[src/hdl/slch_pkg.sv]
// Shared types and constants for the synced local clock.
// Used by slch_front, slch_back, the core and its checker. No dependencies.
`default_nettype none

package slch_pkg;

    localparam int TICKS_PER_SECOND = 1000;
    localparam int MILLI_W          = $clog2(TICKS_PER_SECOND + 1);

    localparam logic [31:0]        RESTORE_MIN_EPOCH = 32'd1700000000;
    localparam logic signed [11:0] ZONE_LIMIT        = 12'sd1440;
    localparam logic signed [11:0] ZONE_RESET        = 12'sd480;
    localparam logic [31:0]        SECS_PER_DAY      = 32'd86400;

    // floor(x / 675) for x < 2**25 (86400 = 128 * 675)
    localparam logic [25:0] DAY_MAGIC = 26'd50903317;
    localparam int          DAY_SHIFT = 35;
    // floor(x / 7) for x < 2**17
    localparam logic [17:0] WD_MAGIC  = 18'd149797;
    localparam int          WD_SHIFT  = 20;
    // floor(x / 3600) for x < 86400
    localparam logic [17:0] HR_MAGIC  = 18'd149131;
    localparam int          HR_SHIFT  = 29;
    // floor(x / 60) for x < 86400
    localparam logic [17:0] MIN_MAGIC = 18'd139811;
    localparam int          MIN_SHIFT = 23;

    typedef enum logic [1:0] {
        OP_TICK    = 2'd0,
        OP_SYNC    = 2'd1,
        OP_RESTORE = 2'd2,
        OP_NONE    = 2'd3
    } t_opcode;

    typedef enum logic [1:0] {
        ST_NEVER  = 2'd0,
        ST_APPROX = 2'd1,
        ST_SYNCED = 2'd2
    } t_status;

    typedef enum logic [1:0] {
        BASE_KEEP = 2'd0,
        BASE_LOAD = 2'd1,
        BASE_SYNC = 2'd2
    } t_base_op;

    typedef struct packed {
        t_status            status;
        logic [31:0]        seconds;
        logic signed [11:0] zone;
        logic [3:0]         flags;
        t_base_op           base_op;
        logic [15:0]        base;
    } t_snap;

    typedef struct packed {
        logic [1:0]  sync_status;
        logic [31:0] utc_seconds;
        logic [15:0] local_day;
        logic [16:0] second_of_day;
        logic [2:0]  weekday;
        logic [4:0]  hour_now;
        logic [5:0]  minute_now;
        logic        rest_day;
    } t_result;

endpackage

`default_nettype wire

[src/hdl/synced_local_clock_with_holidays_core.sv]
// Top level of the synced local clock: front end, snapshot queue, calendar back end.
// Depends on slch_pkg, slch_front and slch_back.
//
//  channel   | handshake          | payload
//  ----------+--------------------+-------------------------------------------------
//  item in   | push / full        | i_opcode i_epoch_value i_tz_minutes i_holiday_*
//  result out| empty / pop        | o_sync_status o_utc_seconds o_local_day ...
//
// One item per cycle sustained while results are popped; one result per item, in order.
// From accept to result shown an item passes the snapshot queue, the four
// calendar pipeline stages (local seconds to quotients) and the result queue.
// Synchronous active-low reset; no clearing pass, input ready right after reset.
// A waiting result stalls the pipeline once two results are queued; full then
// rises when the two-entry snapshot queue fills.
`default_nettype none

module synced_local_clock_with_holidays_core
    import slch_pkg::*;
(
    input  wire logic        i_clk,
    input  wire logic        i_rst_n,
    input  wire logic        push,
    output      logic        full,
    input  wire logic [1:0]  i_opcode,
    input  wire logic [31:0] i_epoch_value,
    input  wire logic [11:0] i_tz_minutes,
    input  wire logic [3:0]  i_holiday_flags,
    input  wire logic [15:0] i_holiday_day,
    output      logic        empty,
    input  wire logic        pop,
    output      logic [1:0]  o_sync_status,
    output      logic [31:0] o_utc_seconds,
    output      logic [15:0] o_local_day,
    output      logic [16:0] o_second_of_day,
    output      logic [2:0]  o_weekday,
    output      logic [4:0]  o_hour_now,
    output      logic [5:0]  o_minute_now,
    output      logic        o_rest_day
);

    logic    snap_valid, snap_pop;
    t_snap   snap;
    t_result result;

    slch_front u_front (
        .i_clk           (i_clk),
        .i_rst_n         (i_rst_n),
        .push            (push),
        .full            (full),
        .i_opcode        (i_opcode),
        .i_epoch_value   (i_epoch_value),
        .i_tz_minutes    (i_tz_minutes),
        .i_holiday_flags (i_holiday_flags),
        .i_holiday_day   (i_holiday_day),
        .o_snap_valid    (snap_valid),
        .o_snap          (snap),
        .i_snap_pop      (snap_pop)
    );

    slch_back u_back (
        .i_clk        (i_clk),
        .i_rst_n      (i_rst_n),
        .i_snap_valid (snap_valid),
        .i_snap       (snap),
        .o_snap_pop   (snap_pop),
        .empty        (empty),
        .pop          (pop),
        .o_result     (result)
    );

    assign o_sync_status   = result.sync_status;
    assign o_utc_seconds   = result.utc_seconds;
    assign o_local_day     = result.local_day;
    assign o_second_of_day = result.second_of_day;
    assign o_weekday       = result.weekday;
    assign o_hour_now      = result.hour_now;
    assign o_minute_now    = result.minute_now;
    assign o_rest_day      = result.rest_day;

endmodule

`default_nettype wire

[src/hdl/slch_front.sv]
// Front end: takes items, keeps the clock state and queues one snapshot per item.
// Depends on slch_pkg.
`default_nettype none

module slch_front
    import slch_pkg::*;
(
    input  wire logic        i_clk,
    input  wire logic        i_rst_n,
    input  wire logic        push,
    output      logic        full,
    input  wire logic [1:0]  i_opcode,
    input  wire logic [31:0] i_epoch_value,
    input  wire logic [11:0] i_tz_minutes,
    input  wire logic [3:0]  i_holiday_flags,
    input  wire logic [15:0] i_holiday_day,
    output      logic        o_snap_valid,
    output      t_snap       o_snap,
    input  wire logic        i_snap_pop
);

    t_status            r_status, n_status;
    logic [31:0]        r_seconds, n_seconds;
    logic [MILLI_W-1:0] r_milli, n_milli;
    logic signed [11:0] r_zone, n_zone;
    logic [3:0]         r_flags, n_flags;
    t_base_op           n_base_op;

    t_snap       r_queue [2];
    logic        r_wp, r_rp;
    logic [1:0]  r_cnt;
    logic        accept, pop;
    t_snap       n_snap;

    function automatic logic signed [11:0] f_clamp(input logic signed [11:0] z);
        logic signed [11:0] v;
        v = z;
        if (z < -ZONE_LIMIT) v = -ZONE_LIMIT;
        if (z > ZONE_LIMIT) v = ZONE_LIMIT;
        return v;
    endfunction

    assign full         = (r_cnt == 2'd2);
    assign accept       = push && !full;
    assign pop          = i_snap_pop && (r_cnt != 2'd0);
    assign o_snap_valid = (r_cnt != 2'd0);
    assign o_snap       = r_queue[r_rp];

    always_comb begin
        n_status  = r_status;
        n_seconds = r_seconds;
        n_milli   = r_milli;
        n_zone    = r_zone;
        n_flags   = r_flags;
        n_base_op = BASE_KEEP;
        case (t_opcode'(i_opcode))
            OP_TICK: begin
                if (r_milli == MILLI_W'(TICKS_PER_SECOND - 1)) begin
                    n_milli   = '0;
                    n_seconds = r_seconds + 32'd1;
                end else begin
                    n_milli = r_milli + MILLI_W'(1);
                end
            end
            OP_SYNC: begin
                n_seconds = i_epoch_value;
                n_milli   = '0;
                n_zone    = f_clamp(i_tz_minutes);
                n_flags   = i_holiday_flags;
                n_status  = ST_SYNCED;
                n_base_op = BASE_SYNC;
            end
            OP_RESTORE: begin
                if (i_epoch_value > RESTORE_MIN_EPOCH) begin
                    n_seconds = i_epoch_value;
                    n_milli   = '0;
                    n_zone    = f_clamp(i_tz_minutes);
                    n_flags   = i_holiday_flags;
                    n_status  = ST_APPROX;
                    n_base_op = BASE_LOAD;
                end
            end
            default: begin
            end
        endcase
        n_snap.status  = n_status;
        n_snap.seconds = n_seconds;
        n_snap.zone    = n_zone;
        n_snap.flags   = n_flags;
        n_snap.base_op = n_base_op;
        n_snap.base    = i_holiday_day;
    end

    always_ff @(posedge i_clk) begin
        if (!i_rst_n) begin
            r_status  <= ST_NEVER;
            r_seconds <= '0;
            r_milli   <= '0;
            r_zone    <= ZONE_RESET;
            r_flags   <= '0;
            r_wp      <= 1'b0;
            r_rp      <= 1'b0;
            r_cnt     <= '0;
        end else begin
            if (accept) begin
                r_status  <= n_status;
                r_seconds <= n_seconds;
                r_milli   <= n_milli;
                r_zone    <= n_zone;
                r_flags   <= n_flags;
                r_wp      <= ~r_wp;
            end
            if (pop) begin
                r_rp <= ~r_rp;
            end
            r_cnt <= r_cnt + {1'b0, accept} - {1'b0, pop};
        end
    end

    always_ff @(posedge i_clk) begin
        if (accept) begin
            r_queue[r_wp] <= n_snap;
        end
    end

endmodule

`default_nettype wire

[src/hdl/slch_back.sv]
// Back end: four-stage calendar pipeline and the two-entry result queue.
// Depends on slch_pkg.
`default_nettype none

module slch_back
    import slch_pkg::*;
(
    input  wire logic  i_clk,
    input  wire logic  i_rst_n,
    input  wire logic  i_snap_valid,
    input  wire t_snap i_snap,
    output      logic  o_snap_pop,
    output      logic  empty,
    input  wire logic  pop,
    output      t_result o_result
);

    logic adv, out_full, out_push, out_pop;

    // stage 1: local seconds
    logic        r_v1;
    logic [31:0] r_loc1, n_loc1, zone_ext, zone_secs;
    t_snap       r_snap1;
    // stage 2: day quotient product
    logic        r_v2;
    logic [50:0] r_prod2;
    logic [31:0] r_loc2;
    t_snap       r_snap2;
    // stage 3: day, second of day, base day
    logic        r_v3;
    logic [15:0] r_day3, n_day3, r_base3, n_base3, r_base;
    logic [16:0] r_sod3, n_sod3;
    t_status     r_status3;
    logic [31:0] r_seconds3;
    logic [3:0]  r_flags3;
    // stage 4: quotients and flag window
    logic        r_v4;
    logic [16:0] r_w4, n_w4, diff4;
    logic [34:0] p7, ph, pm;
    logic [14:0] r_q7;
    logic [4:0]  r_hour4;
    logic [10:0] r_mday4;
    logic        r_inwin4, r_flag4;
    logic [15:0] r_day4;
    logic [16:0] r_sod4;
    t_status     r_status4;
    logic [31:0] r_seconds4;
    // stage 5 into the result queue
    logic [2:0]  wd5;
    logic [5:0]  min5;
    logic        rest5;
    t_result     n_result;

    t_result     r_oq [2];
    logic        r_owp, r_orp;
    logic [1:0]  r_ocnt;

    assign out_full   = (r_ocnt == 2'd2);
    assign adv        = !(r_v4 && out_full);
    assign o_snap_pop = adv && i_snap_valid;
    assign out_push   = r_v4 && !out_full;
    assign out_pop    = pop && !empty;
    assign empty      = (r_ocnt == 2'd0);
    assign o_result   = r_oq[r_orp];

    assign zone_ext  = {{20{i_snap.zone[11]}}, i_snap.zone};
    assign zone_secs = (zone_ext << 6) - (zone_ext << 2);
    assign n_loc1    = i_snap.seconds + zone_secs;

    always_comb begin
        n_day3 = r_prod2[DAY_SHIFT +: 16];
        n_sod3 = 17'(r_loc2 - (32'(n_day3) * SECS_PER_DAY));
        case (r_snap2.base_op)
            BASE_LOAD: n_base3 = r_snap2.base;
            BASE_SYNC: n_base3 = n_day3;
            default:   n_base3 = r_base;
        endcase
    end

    assign n_w4  = 17'(r_day3) + 17'd4;
    assign p7    = 35'(n_w4) * 35'(WD_MAGIC);
    assign ph    = 35'(r_sod3) * 35'(HR_MAGIC);
    assign pm    = 35'(r_sod3) * 35'(MIN_MAGIC);
    assign diff4 = {1'b0, r_day3} - {1'b0, r_base3};

    always_comb begin
        wd5   = 3'(r_w4 - (17'(r_q7) * 17'd7));
        min5  = 6'(r_mday4 - (11'(r_hour4) * 11'd60));
        rest5 = r_inwin4 ? r_flag4 : (wd5 == 3'd0);
        n_result = '0;
        if (r_status4 != ST_NEVER) begin
            n_result.sync_status   = r_status4;
            n_result.utc_seconds   = r_seconds4;
            n_result.local_day     = r_day4;
            n_result.second_of_day = r_sod4;
            n_result.weekday       = wd5;
            n_result.hour_now      = r_hour4;
            n_result.minute_now    = min5;
            n_result.rest_day      = rest5;
        end
    end

    always_ff @(posedge i_clk) begin
        if (!i_rst_n) begin
            r_v1   <= 1'b0;
            r_v2   <= 1'b0;
            r_v3   <= 1'b0;
            r_v4   <= 1'b0;
            r_base <= '0;
            r_owp  <= 1'b0;
            r_orp  <= 1'b0;
            r_ocnt <= '0;
        end else begin
            if (adv) begin
                r_v1 <= i_snap_valid;
                r_v2 <= r_v1;
                r_v3 <= r_v2;
                r_v4 <= r_v3;
                if (r_v2) begin
                    r_base <= n_base3;
                end
            end
            if (out_push) begin
                r_owp <= ~r_owp;
            end
            if (out_pop) begin
                r_orp <= ~r_orp;
            end
            r_ocnt <= r_ocnt + {1'b0, out_push} - {1'b0, out_pop};
        end
    end

    always_ff @(posedge i_clk) begin
        if (adv) begin
            r_loc1     <= n_loc1;
            r_snap1    <= i_snap;
            r_prod2    <= 51'(r_loc1[31:7]) * 51'(DAY_MAGIC);
            r_loc2     <= r_loc1;
            r_snap2    <= r_snap1;
            r_day3     <= n_day3;
            r_sod3     <= n_sod3;
            r_base3    <= n_base3;
            r_status3  <= r_snap2.status;
            r_seconds3 <= r_snap2.seconds;
            r_flags3   <= r_snap2.flags;
            r_w4       <= n_w4;
            r_q7       <= p7[WD_SHIFT +: 15];
            r_hour4    <= ph[HR_SHIFT +: 5];
            r_mday4    <= pm[MIN_SHIFT +: 11];
            r_inwin4   <= !diff4[16] && (diff4[15:2] == 14'd0);
            r_flag4    <= r_flags3[diff4[1:0]];
            r_day4     <= r_day3;
            r_sod4     <= r_sod3;
            r_status4  <= r_status3;
            r_seconds4 <= r_seconds3;
        end
        if (out_push) begin
            r_oq[r_owp] <= n_result;
        end
    end

endmodule

`default_nettype wire

[config.mk]
export PLATFORM = sky130hd
export DESIGN_NAME = synced_local_clock_with_holidays_core
export DESIGN_NICKNAME = d
export VERILOG_FILES = /design/src/hdl/slch_pkg.sv /design/src/hdl/synced_local_clock_with_holidays_core.sv /design/src/hdl/slch_front.sv /design/src/hdl/slch_back.sv
export SDC_FILE = /design/constraint.sdc
export NUM_CORES = 2
export LEC_CHECK = 0
export ABC_CLOCK_PERIOD_IN_PS = 18400
export BUFFER_PORTS_ARGS = -buffer_cell sky130_fd_sc_hd__buf_4
export CORE_UTILIZATION = 41
export CTS_CLUSTER_SIZE = 10
export DETAILED_ROUTE_END_ITERATION = 16
export PLACE_DENSITY_LB_ADDON = 0.2
export SYNTH_ARGS = -nofsm -noshare
export SYNTH_HDL_FRONTEND = slang
export SYNTH_SLANG_ARGS = --single-unit
[constraint.sdc]
create_clock -name i_clk -period 18.4 [get_ports i_clk]
set_input_delay 0.92 -clock i_clk [delete_from_list [all_inputs] [get_ports i_clk]]
set_output_delay 0.92 -clock i_clk [all_outputs]
set_load 0.005 [all_outputs]
* After elaboration in Yosys (flattened, before gate mapping)
Memory sizes are Yosys's and may differ from the RTL's. A register that Yosys moved wholly into a read port is not among the register bits.
Index checks and enable logic that the tools add are counted.
** Word-level totals
- Bits in registers :: 485
- RAM bits :: 300
- Memories :: 2
** Operators by class
- Add/subtract/negate cells :: 13
- $mul :: 7
- Magnitude comparators :: 4
- Equal/unequal tests :: 8
- Multiplexer cells :: 29
- Bitwise operators :: 5
- Reduce and logical (&&, ||, !) cells :: 21
** Memory list
- u_back.r_oq :: words 2, width 82, rd ports 1, clocked after memory_dff 1, write ports 1, RTL line slch_back.sv:54 : t_result r_oq [2];
- u_front.r_queue :: words 2, width 68, rd ports 1, clocked after memory_dff 1, write ports 1, RTL line slch_front.sv:29 : t_snap r_queue [2];
** Operators by type and width (count)
- $pmux W32 S3 :: 1
- $mux W82 :: 1
- $mux W32 :: 2
- $mul A25 B26 Y51 const B :: 1
- $mux W12 :: 3
- $mul A17 B18 Y35 const B :: 1
- $mul A17 B18 Y34 const B :: 1
- $add A32 B1 Y32 const B :: 1
- $add A32 B32 Y32 :: 1
- $gt A32 B31 Y1 const B :: 1
- $pmux W16 S2 :: 1
- $pmux W10 S3 :: 1
- $mul A17 B18 Y29 const B :: 1
- $pmux W12 S2 :: 1
- $mux W10 :: 2
- $sub A18 B14 Y19 :: 1
- $add A16 B3 Y17 const B :: 1
- $sub A16 B16 Y17 :: 1
- $sub A17 B17 Y17 :: 1
- $mul A16 B10 Y10 const B :: 1
- $mul A15 B3 Y3 const B :: 1
- $logic_not A14 Y1 :: 1
- $gt A12 B12 Y1 const B :: 1
- $lt A12 B12 Y1 const B :: 1
- other kinds (26) :: 59

* Depth between registers and ports, before layout
- Depth after elaboration :: 7
- Gate-level depth with buffers :: 26
- Mapped depth without buffers :: 26

* Modules after synthesis
From an unflattened synthesis, not the netlist that was laid out.
** Second synthesis, totals
- Cell total of the unflattened synthesis :: 4093
- Area total of the unflattened synthesis :: 49755.2 um^2
** By module, submodules not included
- slch_back :: instances 1, cells each 3256, area each 40121.0 um^2
- slch_front :: instances 1, cells each 837, area each 9634.2 um^2

* Least setup slack after synthesis
No wires, ideal clock.
- Path kind :: register to register
- Start point :: reg u_back.r_ocnt[0]
- End point :: reg u_front.r_cnt[1]
- Setup time :: 115 ps
- Arrival time :: 9583 ps
- Data required time :: 18285 ps
- Slack :: 8702 ps
- Cell stages (with the launch flop) :: 12
- Clock period less this slack :: 9698 ps
- Path through :: dfxtp_1 nand2b_1 nor2_1 inv_1 o21ai_0 inv_1 ha_1 inv_1 ha_1 xnor2_1 xnor2_1 and2_1
** Between the ends
- Cells in the longest elaborated chain, start to end :: 6
** Ends and longest elaborated chain
- from (decl) :: RTL line slch_back.sv:56 : logic [1:0] r_ocnt;
- from (signal assigned) :: RTL line slch_back.sv:129 : r_ocnt <= r_ocnt + {1'b0, out_push} - {1'b0, out_pop};
- $eq A2 B2 Y1 :: RTL line slch_back.sv:58 : assign out_full = (r_ocnt == 2'd2);
- $logic_and A1 B1 Y1 :: RTL line slch_back.sv:59 : assign adv = !(r_v4 && out_full);
- $logic_not A1 Y1 :: RTL line slch_back.sv:59
- $logic_and A1 B1 Y1 :: RTL line slch_back.sv:60 : assign o_snap_pop = adv && i_snap_valid;
- $logic_and A1 B1 Y1 :: RTL line slch_front.sv:45 : assign pop = i_snap_pop && (r_cnt != 2'd0);
- named net u_front.pop :: RTL line slch_front.sv:32 : logic accept, pop;
- $sub A2 B1 Y2 :: RTL line slch_front.sv:116 : r_cnt <= r_cnt + {1'b0, accept} - {1'b0, pop};
- to (signal assigned) :: RTL line slch_front.sv:116
- to (decl) :: RTL line slch_front.sv:31 : logic [1:0] r_cnt;
The timed path passes the listed nets, and every way through them passes these cells.
A chain may end at the register's enable or synchronous reset.

* Final worst setup path
- Start point :: reg u_back.r_loc1[12]
- End point :: reg u_back.r_prod2[49] (data pin)
** Between the ends
- Cells in the longest elaborated chain, start to end :: 1
** Ends and longest elaborated chain
- from (decl) :: RTL line slch_back.sv:22 : logic [31:0] r_loc1, n_loc1, zone_ext, zone_secs;
- from (signal assigned) :: RTL line slch_back.sv:135 : r_loc1 <= n_loc1;
- $mul A25 B26 Y51 :: RTL line slch_back.sv:137 : r_prod2 <= 51'(r_loc1[31:7]) * 51'(DAY_MAGIC);
- to (signal assigned) :: RTL line slch_back.sv:137
- to (decl) :: RTL line slch_back.sv:26 : logic [50:0] r_prod2;
Every way passes these cells.

==> metrics.txt <==
DIE HEIGHT around 350 microns; post_cts resized 0; Tcrit/Tclk final 0.394; Port-buffer cells 153; Critical Path AT around 7.6 ns; DRT antenna net count 0; Die ar. around 120000 sq um; hpwl dp roughly 86000 microns; worst clock skew 0.0309 ns; Synth Flop Type edfxtp_1; Slew Viols, Final 0; number of synthesized flops with an enable pin 636; fin crit period about 7.3 ns; Synth area leader edfxtp_1; setup TNS 0 ns; clock network latency to the later pin of the worst-skew pair about 0.66 ns; TritonCTS buffer count 88; Root Buffer clkbuf_16; Max Fclk 138 MHz; DR WL/cell 18.9 microns; final hold viol count 0; Core Box Area 119000 sq um; Hold Path Class flop to flop; Setup Slack @ Placement about 11 ns; Total Wirelength ~110000 microns; Synth Instances ~4000; clock sink count between 700 and 800; Cell Count, Final, Fillers Out about 5900; GP Congestion about 0.92; fin util 0.464; Startpoint Class flop; Post-Place Cells around 5700; Layout area overhead 11.5%; gr ovfl total 0; Final WS setup between 10 and 15 ns; GRT Overall Usage 0.186; vias about 29000; worst path required time approximately 19 ns; most common cell in the netlist inv_1; DRT iter0 DRCs 1770; CP Capture Type flop; Clock transition at path regs 0.05 ns; ys async rst share 0; unrepaired setup endpoints after global routing false; vias per std cell ~5.0; Hold-fix buffers, CTS 0; initial antenna violation count 3; H-tree Lvls 3; Yosys cell types 84; row cnt ~130; critical path class flop to flop; vias in the first global route 30300; most instantiated cells after synthesis 712 x inv_1, 695 x ha_1, 636 x edfxtp_1; chip width ~350 microns; ratio of cells with drive above 1 in the final layout 0.107; Synth top area share 0.387; synth top area cells edfxtp_1 39%, ha_1 18%, fa_1 14%, inv_1 5.4%, dfxtp_1 3.7%; DR DRC count 0; Slew @ Worst Pin between 1 and 1.5 ns; Syn Nets approximately 5100; Seq/Total Area, Yosys 0.423; MaxCap Viol Count 0; I/O pin total between 150 and 200; CTS Buffer Depth 3; initial core utilization 0.416; Post-Synthesis Cell Area 49400 sq um; #FFs+latches synth between 700 and 800; antenna fix cells 0; count of warnings emitted by yosys 0; first-pass GRT wire length around 170000 microns; relative slew slack 0.294; setup bufs post-CTS 0; syn_area_per_cell about 12 sq um; pin count of the biggest net entering global routing 90; status finished clean; setup violators final 0; nets approximately 5300; Detailed Routing Iterations Pass 1 6; CTS tree done; Fillers about 11000; crit path max fanout 12
==> area by class of cell <==
| type | count | area [sq um] | area share |
|---|---|---|---|
| clock buffer | 129 | 2470 | 0.0449 |
| clock inverter | 17 | 211 | 0.00384 |
| inverter | 714 | 2690 | 0.0488 |
| multi-input combinational | 2530 | 25500 | 0.463 |
| sequential | 726 | 20900 | 0.380 |
| tap | 1600 | 2000 | 0.0364 |
| timing repair buffer | 173 | 1300 | 0.0236 |
==> flip-flops by register name (all words and copies together), names as in the netlist, 18 cells and up, named ones only <==
signal and count:
u_back.r_snap2 56, u_front.r_seconds 32, u_back.r_prod2 18, u_back.r_seconds4 32, u_front.r_queue 136, u_back.r_snap1 56, u_back.r_oq 160, u_back.r_loc1 30
u_back.r_seconds3 32
==> final timing paths <==
path,endpoint,slack [ns],from,cells past startpoint
setup / recovery,u_back.r_prod2[49],11.14,u_back.r_loc1[12],24
hold / removal,u_back.r_snap2[43],0.39,u_back.r_snap1[43],0
setup reg to reg,u_back.r_prod2[49],11.14,u_back.r_loc1[12],24
hold reg to reg,u_back.r_snap2[43],0.39,u_back.r_snap1[43],0
==> cell families (layout without fill, tap and decap cells) <==
group	after synthesis	in the layout	share of synthesized area
buffers and inverters	792	1033	0.0612
muxes	156	156	0.0354
and+or+nand+nor	654	654	0.0677
adders and majority gates	1029	1029	0.312
xor gates and xnor gates	157	157	0.0279
AOI/OAI and AO/OA	534	534	0.0727
DFF	726	726	0.423
==> cells in the final DEF (no fill, tap or decap), drive strengths merged, types with 16 or more instances in the layout <==
cell type and instances:
inv 714, ha 695, edfxtp 636, fa 334, nand2 211, buf 173, mux2 140, clkbuf 129
a21oi 121, xnor2 116, nor2b 110, o21ai 110, nor2 109, dfxtp 90, a21o 63, nand3 44
a21boi 44, xor2 41, a22oi 32, nand4 31, nor3 29, and3 24, nand2b 23, o21a 22
and2 20, a31oi 16
==> per-stage QoR <==
stage,cell area (sq um),hold WS (ns)
3_3_place_gp,52400,0.401
3_5_place_dp,52400,0.405
6_report,55000,0.391
2_1_floorplan,49400,0.400
4_1_cts,55000,0.387
5_1_grt,55000,0.394
==> worst max-delay path, cell delays in order (launching register included) <==
cell and delay (ns):
edfxtp_1 0.71, inv_1 0.20, ha_1 0.37, inv_1 0.12, fa_1 0.43, ha_1 0.29
inv_1 0.05, fa_1 0.49, inv_1 0.05, fa_1 0.36, inv_1 0.08, fa_1 0.45
fa_1 0.55, inv_1 0.04, ha_1 0.35, a21o_1 0.22, a21oi_1 0.14, o221ai_1 0.17
a221oi_1 0.58, a21oi_1 0.24, a211o_1 0.40, a41oi_1 0.30, nand2b_1 0.13, a21oi_1 0.19
xnor2_1 0.08
==> metal layers <==
metal	routed length [microns]	part of all wire	global-route usage
met2	52000	0.47	0.303
met1	52000	0.47	0.256
met3	4450	0.040	0.0276
met5	0	0	0
met4	3130	0.028	0.0584
Power is not shown: default switching activity piles up to over one toggle a cycle in this logic, so the estimate is an artifact.
